File: src/cha_pkg.sv
// Shared types and constants for the contiguous hole allocator.
package cha_pkg;

  localparam logic FUNC_ALLOC   = 1'b0;
  localparam logic FUNC_RELEASE = 1'b1;
  localparam logic FIT_FIRST    = 1'b0;
  localparam logic FIT_BEST     = 1'b1;

  typedef struct packed {
    logic       busy;
    logic [7:0] owner;
  } cell_t;

  typedef enum logic [3:0] {
    S_IDLE  = 4'b0001,
    S_SCAN  = 4'b0010,
    S_APPLY = 4'b0100,
    S_DONE  = 4'b1000
  } state_t;

endpackage

File: src/cha_if.sv
// Channel interfaces: request, response and configuration write.
interface cha_req_if;
  logic       valid;
  logic       ready;
  logic       func;
  logic [7:0] owner_id;
  logic [7:0] req_size;
  modport source (output valid, func, owner_id, req_size, input ready);
  modport sink (input valid, func, owner_id, req_size, output ready);
endinterface

interface cha_rsp_if;
  logic       valid;
  logic       ready;
  logic       ok;
  logic [6:0] start_unit;
  logic [6:0] hole_count;
  logic [7:0] used_units;
  modport source (output valid, ok, start_unit, hole_count, used_units, input ready);
  modport sink (input valid, ok, start_unit, hole_count, used_units, output ready);
endinterface

interface cha_cfg_if;
  logic valid;
  logic ready;
  logic fit_mode;
  modport source (output valid, fit_mode, input ready);
  modport sink (input valid, fit_mode, output ready);
endinterface

File: src/contiguous_hole_allocator.sv
// Top level: contiguous run allocator over a rotating ring of unit cells.
//
//  channel  dir  payload                                      beat
//  cfg      in   fit_mode                                     valid & ready
//  req      in   func, owner_id, req_size                     valid & ready
//  rsp      out  ok, start_unit, hole_count, used_units       valid & ready
//
// An item after its beat makes one scan pass over the ring (a step per unit,
// then a last step that closes the final run) and one update pass that
// rewrites each unit as it passes the head and counts holes and use.
// The ring of cells moves one unit through the head per cycle in both passes.
// Reset clears all busy flags at once; cfg is always ready.
// A result waits in the output register; the next req beat is taken meanwhile.
module contiguous_hole_allocator #(
  parameter int MEM_UNITS = 128
) (
  input  logic clk,
  input  logic rst,
  cha_cfg_if.sink   cfg,
  cha_req_if.sink   req,
  cha_rsp_if.source rsp
);

  localparam int PW = $clog2(MEM_UNITS + 1);
  localparam int CW = (PW > 8) ? PW : 8;
  localparam logic [CW-1:0] NU = CW'(MEM_UNITS);

  cha_pkg::state_t state;
  cha_pkg::cell_t  ring [MEM_UNITS];
  cha_pkg::cell_t  head_new;
  cha_pkg::cell_t  head;

  logic          fit_mode;
  logic          func;
  logic [7:0]    owner_id;
  logic [CW-1:0] req_size;
  logic [CW-1:0] pos;
  logic [CW-1:0] run;
  logic [CW-1:0] best;
  logic [CW-1:0] chosen;
  logic          found;
  logic          rel_act;
  logic          prev_busy;
  logic [CW-1:0] used;
  logic [CW-1:0] holes;
  logic          shift;
  logic          is_free;
  logic          rel_match;
  logic          alloc_hit;
  logic          rel_on;
  logic          fits;

  assign head = ring[0];
  assign shift = ((state == cha_pkg::S_SCAN) && (pos != NU)) || (state == cha_pkg::S_APPLY);

  for (genvar i = 0; i < MEM_UNITS; i++) begin : g_ring
    cha_pkg::cell_t d;
    if (i == MEM_UNITS - 1) begin : g_tail
      assign d = head_new;
    end else begin : g_mid
      assign d = ring[i+1];
    end
    cha_cell u_cell (.clk(clk), .rst(rst), .shift(shift), .d(d), .q(ring[i]));
  end

  assign is_free   = (pos != NU) && !head.busy;
  assign rel_match = head.busy && (head.owner == owner_id);
  assign fits      = (run != '0) && (run >= req_size);
  assign alloc_hit = found && (func == cha_pkg::FUNC_ALLOC) && (pos >= chosen)
                     && ({1'b0, pos} < ({1'b0, chosen} + {1'b0, req_size}));
  assign rel_on    = found && (func == cha_pkg::FUNC_RELEASE) && rel_match
                     && ((pos == chosen) || rel_act);

  always_comb begin
    head_new = head;
    if (state == cha_pkg::S_APPLY) begin
      if (alloc_hit) begin
        head_new.busy  = 1'b1;
        head_new.owner = owner_id;
      end else if (rel_on) begin
        head_new.busy = 1'b0;
      end
    end
  end

  assign req.ready = (state == cha_pkg::S_IDLE);
  assign cfg.ready = 1'b1;

  always_ff @(posedge clk) begin
    if (rst) begin
      fit_mode <= cha_pkg::FIT_BEST;
    end else if (cfg.valid) begin
      fit_mode <= cfg.fit_mode;
    end
  end

  always_ff @(posedge clk) begin
    if (rst) begin
      state     <= cha_pkg::S_IDLE;
      rsp.valid <= 1'b0;
      found     <= 1'b0;
      rel_act   <= 1'b0;
    end else begin
      // in S_DONE the output register is reloaded below instead
      if (rsp.valid && rsp.ready && (state != cha_pkg::S_DONE)) begin
        rsp.valid <= 1'b0;
      end
      case (state)
        cha_pkg::S_IDLE: begin
          if (req.valid) begin
            func     <= req.func;
            owner_id <= req.owner_id;
            req_size <= CW'(req.req_size);
            pos      <= '0;
            run      <= '0;
            best     <= NU;
            chosen   <= '0;
            found    <= 1'b0;
            state    <= cha_pkg::S_SCAN;
          end
        end
        cha_pkg::S_SCAN: begin
          if (func == cha_pkg::FUNC_RELEASE) begin
            if (!found && (pos != NU) && rel_match) begin
              found  <= 1'b1;
              chosen <= pos;
            end
          end else if ((req_size != '0) && (req_size <= NU)) begin
            if (is_free) begin
              run <= run + 1'b1;
            end else begin
              run <= '0;
              if (fits) begin
                if (fit_mode == cha_pkg::FIT_FIRST) begin
                  if (!found) begin
                    found  <= 1'b1;
                    chosen <= pos - run;
                  end
                end else if (run <= best) begin
                  found  <= 1'b1;
                  best   <= run;
                  chosen <= pos - run;
                end
              end
            end
          end
          if (pos == NU) begin
            pos       <= '0;
            used      <= '0;
            holes     <= '0;
            prev_busy <= 1'b1;
            rel_act   <= 1'b0;
            state     <= cha_pkg::S_APPLY;
          end else begin
            pos <= pos + 1'b1;
          end
        end
        cha_pkg::S_APPLY: begin
          rel_act   <= rel_on;
          prev_busy <= head_new.busy;
          used      <= used + CW'(head_new.busy);
          holes     <= holes + CW'(!head_new.busy && prev_busy);
          pos       <= pos + 1'b1;
          if (pos == NU - 1'b1) begin
            state <= cha_pkg::S_DONE;
          end
        end
        cha_pkg::S_DONE: begin
          if (!rsp.valid || rsp.ready) begin
            rsp.valid      <= 1'b1;
            rsp.ok         <= found;
            rsp.start_unit <= found ? chosen[6:0] : 7'd0;
            rsp.hole_count <= holes[6:0];
            rsp.used_units <= used[7:0];
            state          <= cha_pkg::S_IDLE;
          end
        end
        default: begin
          state <= cha_pkg::S_IDLE;
        end
      endcase
    end
  end

endmodule

File: src/cha_cell.sv
// One unit of the rotating map: busy flag and owner id.
module cha_cell (
  input  logic          clk,
  input  logic          rst,
  input  logic          shift,
  input  cha_pkg::cell_t d,
  output cha_pkg::cell_t q
);

  // owner is only meaningful while busy, so it carries no reset
  always_ff @(posedge clk) begin
    if (rst) begin
      q.busy <= 1'b0;
    end else if (shift) begin
      q.busy <= d.busy;
    end
    if (shift) begin
      q.owner <= d.owner;
    end
  end

endmodule
File: src/flat_wrapper.sv
// flat-port wrapper written by rule: the top's interface ports become plain ports
module contiguous_hole_allocator_flat 
#(
  parameter int MEM_UNITS = 128
)
  (clk, rst, cfg_valid, cfg_fit_mode, cfg_ready, req_valid, req_func, req_owner_id, req_req_size, req_ready, rsp_valid, rsp_ok, rsp_start_unit, rsp_hole_count, rsp_used_units, rsp_ready);
  cha_cfg_if cfg_i ();
  cha_req_if req_i ();
  cha_rsp_if rsp_i ();
  input  logic clk;
  input  logic rst;
  input wire logic [$bits(cfg_i.valid)-1:0] cfg_valid;
  input wire logic [$bits(cfg_i.fit_mode)-1:0] cfg_fit_mode;
  output wire logic [$bits(cfg_i.ready)-1:0] cfg_ready;
  input wire logic [$bits(req_i.valid)-1:0] req_valid;
  input wire logic [$bits(req_i.func)-1:0] req_func;
  input wire logic [$bits(req_i.owner_id)-1:0] req_owner_id;
  input wire logic [$bits(req_i.req_size)-1:0] req_req_size;
  output wire logic [$bits(req_i.ready)-1:0] req_ready;
  output wire logic [$bits(rsp_i.valid)-1:0] rsp_valid;
  output wire logic [$bits(rsp_i.ok)-1:0] rsp_ok;
  output wire logic [$bits(rsp_i.start_unit)-1:0] rsp_start_unit;
  output wire logic [$bits(rsp_i.hole_count)-1:0] rsp_hole_count;
  output wire logic [$bits(rsp_i.used_units)-1:0] rsp_used_units;
  input wire logic [$bits(rsp_i.ready)-1:0] rsp_ready;
  assign cfg_i.valid = cfg_valid;
  assign cfg_i.fit_mode = cfg_fit_mode;
  assign cfg_ready = cfg_i.ready;
  assign req_i.valid = req_valid;
  assign req_i.func = req_func;
  assign req_i.owner_id = req_owner_id;
  assign req_i.req_size = req_req_size;
  assign req_ready = req_i.ready;
  assign rsp_valid = rsp_i.valid;
  assign rsp_ok = rsp_i.ok;
  assign rsp_start_unit = rsp_i.start_unit;
  assign rsp_hole_count = rsp_i.hole_count;
  assign rsp_used_units = rsp_i.used_units;
  assign rsp_i.ready = rsp_ready;
  contiguous_hole_allocator #(.MEM_UNITS(MEM_UNITS)) u_core (.clk(clk), .rst(rst), .cfg(cfg_i), .req(req_i), .rsp(rsp_i));
endmodule
File: config.mk
export PLATFORM = sky130hd
export DESIGN_NAME = contiguous_hole_allocator_flat
export DESIGN_NICKNAME = d
export VERILOG_FILES = /design/src/cha_pkg.sv /design/src/cha_if.sv /design/src/contiguous_hole_allocator.sv /design/src/cha_cell.sv /design/src/flat_wrapper.sv
export SDC_FILE = /design/constraint.sdc
export NUM_CORES = 1
export LEC_CHECK = 0
export BUFFER_PORTS_ARGS = -buffer_cell sky130_fd_sc_hd__buf_2
export CORE_ASPECT_RATIO = 2
export CORE_MARGIN = 4
export CORE_UTILIZATION = 50
export DETAILED_ROUTE_END_ITERATION = 16
export PLACE_DENSITY_LB_ADDON = 0.12
export SLEW_MARGIN = 40
export SYNTH_ARGS = -nofsm -noshare
export SYNTH_HDL_FRONTEND = slang
export SYNTH_HIERARCHICAL = 1
export SYNTH_SLANG_ARGS = --single-unit
File: constraint.sdc
create_clock -name clk -period 46.7 [get_ports clk]
set_input_delay 0 -clock clk [delete_from_list [all_inputs] [get_ports clk]]
set_output_delay 0 -clock clk [all_outputs]
set_load 0.005 [all_outputs]
==> key figures <==
Drt
  • Detailed Route Iter0 Violations: 1180
  • Routed wire per std cell: 17.5 um
  • Vias per cell: 5.04
  • TritonRoute pass-1 iters: 5
  • DRC errors left: 0
  • Drt total wl: 56400 um
  • Vias: 16200
  • Routed Antenna Nets: 0

Synthesis
  • Unique masters post-synth: 63
  • Post-Synthesis Cells: 1909
  • FF+latch count, synth: 1248
  • Seq/Total Area, Yosys: 88.7%
  • Warnings from Yosys: 6
  • Mapped cell area: 0.0407 mm2
  • Ys flop type: edfxtp_1
  • Avg Synthesized Cell Area: 21.3 um2
  • Ys async rst share: 0%
  • Syn Nets: 1987
  • Post-synth EDFFs: 1112

Finish
  • Fin util: 57.3%
  • NumNets Final: 2170
  • Design Area, Final: 0.0462 mm2
  • Area grow syn2layout: 13.4%
  • Share of layout cells above drive strength 1: 11.8%

CTS
  • # resized after CTS: 0
  • CTS sink count: 1248
  • Htree depth: 3
  • Bufs on Longest Clock Path: 3
  • Hold-fix buffers at CTS: 25
  • CTS Buf Count: 100
  • Clock-pin slew on the worst setup and hold paths: 0.07 ns
  • Worst-skew pair later-pin latency: 0.68 ns
  • CTS root buffer: clkbuf_16
  • Post-CTS setup buffer count: 0
  • CTS tree: built

Timing
  • Clock Skews: 0.0232 ns
  • Tmin final: 4.88 ns
  • Slew @ Worst Pin: 0.751 ns
  • Hold Slack: 0.0632 ns
  • Maximum clock frequency: 205 MHz
  • Final setup viols: 0
  • Rel. slew slack: 49.9%
  • Endpoints failing hold: 0
  • RSZ-0062 raised after global routing: false
  • Setup tns final: 0 ns
  • Final period util: 10.4%
  • Max Slew Vio Count: 0

Power
  • Peak VDD IR: 0.0284 mV
  • Pwr Density: 49.1 mW/mm2
  • Pwr Total: 2270 uW
  • Pleak: 0.0149 uW

GRT
  • Initial antenna violation count: 1
  • Total gr overflow: 0
  • Largest net degree at the start of global routing: 179
  • Tot GR Track Use: 13.1%
  • First-pass GRT wire length: 90700 um
  • Number of global-route vias before repair: 16400

Die
  • Die height: 412 um
  • Die area: 0.0864 mm2
  • IO Pins: 49
  • # rows: 147
  • Initial Util: 50.5%
  • Die Wd: 210 um
  • Core Area: 0.0806 mm2

Critical path
  • CP Data Arrival Time: 5.17 ns
  • Crit. End Element: flop
  • Critical path class: flop to flop
  • Crit-path most repeated cell: buf_6
  • CP max FO: 111
  • Critical Path Start Type: flop
  • Critical-path top delay cell: buf_6
  • R2R setup slack: 41.83 ns
  • Critical-path cell list: nor2_1 > nand3b_1 > and2_1 > clkinv_8 > buf_12 > buf_16 > buf_6 > buf_6
  • WP data required: 46.99 ns
  • Crit-path max cell delay: 0.68 ns

Placed design
  • Detailed placer's ending HPWL: 29000 um
  • Placer Congestion: 0.790
  • Placed cell area: 0.0424 mm2
  • Port bufs: 47

Run
  • Max Cap Violations: 0

Run status
  • Outcome: complete, no violations

Hold path
  • Tightest Hold Check Type: input port to flop
[cell usage after synthesis (2+ instances only)]
cell / count / area (um2)
a211oi_1: 4 / 30.0
a211oi_2: 2 / 25.0
a21o_1: 6 / 45.0
a21oi_1: 25 / 125
a31oi_1: 3 / 18.8
and2_1: 15 / 93.8
and3_1: 4 / 25.0
clkbuf_1: 10 / 37.5
dfxtp_1: 136 / 2720
edfxtp_1: 1112 / 33400
fa_1: 2 / 40.0
ha_1: 53 / 663
inv_1: 36 / 135
mux2_2: 8 / 90.1
mux2i_1: 129 / 1290
nand2_1: 20 / 75.1
nand2b_1: 8 / 50.1
nand3_1: 19 / 95.1
nand3b_1: 3 / 22.5
nand4_1: 7 / 43.8
nor2_1: 186 / 698
nor2b_1: 5 / 31.3
nor3_1: 4 / 20.0
nor4_1: 4 / 25.0
nor4_2: 2 / 25.0
nor4b_2: 2 / 30.0
o21a_1: 3 / 22.5
o21ai_0: 18 / 90.1
o31a_1: 2 / 17.5
o31ai_1: 2 / 15.0
o41ai_1: 2 / 17.5
or2_2: 3 / 18.8
or3_1: 8 / 50.1
xnor2_1: 16 / 140
xor2_1: 22 / 193
[report_power, final]
| part | total [uW] | leakage, uW | switching, uW | internal [uW] |
|---|---|---|---|---|
| clock network | 869 | 0.00168 | 378 | 491 |
| registers | 1300 | 0.0112 | 22.4 | 1280 |
| logic | 94.5 | 0.00208 | 64.6 | 30.0 |
| total | 2270 | 0.0149 | 465 | 1800 |
[area by class of cell]
cell class	instances	area (um2)
Clock inverter	62	747
Clock buffer	122	2660
Inverter	36	148
Multi-Input combinational cell	614	4440
Timing Repair Buffer	92	754
Sequential cell	1248	36100
Antenna cell	1	2.50
Tap cell	1043	1310
Fill cell	5974	34400
[metal layers]
layer	vias up	part of all wire [%]	GRT usage (%)
met5	-	0	0
met4	0	3.5	5.75
met3	96	3.3	2.49
met2	236	47	19.7
met1	8190	47	18.8
li1	7684	-	-
[state kept, by name (all words and copies together), names as in the netlist, 8 cells and up]
register	count
u_core/used	8
u_core/rsp.used_units	8
u_core/chosen	8
u_core/owner_id	8
u_core/req_size	8
u_core/best	8
u_core/run	8
u_core/g_ring.u_cell/q	1152
u_core/pos	8
[stage by stage]
step	cells	setup WS, ns
global placement	3004	41.34
global route	3218	41.44
CTS	3215	41.60
floorplan	1909	20.65
finish	3218	41.83
detailed placement	3006	41.53
[worst max-delay path, delay by kind of cell, from the launching register on]
family,cells,cell delay [ns]
buffers and inverters,5,2.67
DFF,1,0.39
and+or+nand+nor,3,1.24
[final timing paths]
kind	endpoint	startpoint	depth (start not counted)
worst max-delay path	u_core/g_ring[57].u_cell/q[5]	u_core/state[3]	8
worst min-delay path	u_core/req_size[6]	req_req_size[6]	2
worst max register to register	u_core/g_ring[57].u_cell/q[5]	u_core/state[3]	8
worst min register to register	u_core/g_ring[0].u_cell/q[0]	u_core/g_ring[1].u_cell/q[0]	0
[logic make-up (layout without fill, tap and decap cells)]
kind of cell | Yosys count | after routing | synth area share, %
multiplexers | 137 | 137 | 3.39
adder cells (fa/ha/maj) | 55 | 55 | 1.73
AND/OR/NAND/NOR | 301 | 301 | 3.46
XOR/XNOR | 38 | 38 | 0.817
buffers and inverters | 47 | 312 | 0.442
AO/OA/AOI/OAI | 82 | 82 | 1.47
other | 1 | 2 | 0.00921
flip-flops | 1248 | 1248 | 88.7
[layout by cell type (no fill, tap or decap), types with 5 or more instances in the layout]
cell           Yosys  routed
clkbuf_1          10      15
mux2i_1          129     129
nand2_1           20      20
mux2_2             8       8
edfxtp_1        1112    1112
ha_1              53      53
and2_1            15      15
xnor2_1           16      16
o21ai_0           18      18
dfxtp_1          136     136
nand2b_1           8       8
or3_1              8       8
dlygate4sd3_1      0      25
nand4_1            7       7
a21o_1             6       6
inv_1             36      35
xor2_1            22      22
clkbuf_16          0     102
nand3_1           19      19
nor2b_1            5       5
nor2_1           186     184
buf_6              0       9
buf_2              0      47
bufinv_16          0      15
a21oi_1           25      25
clkinv_1           0      14
buf_4              1       6
clkinv_2           0      24
(Power assumes the default switching activity.)
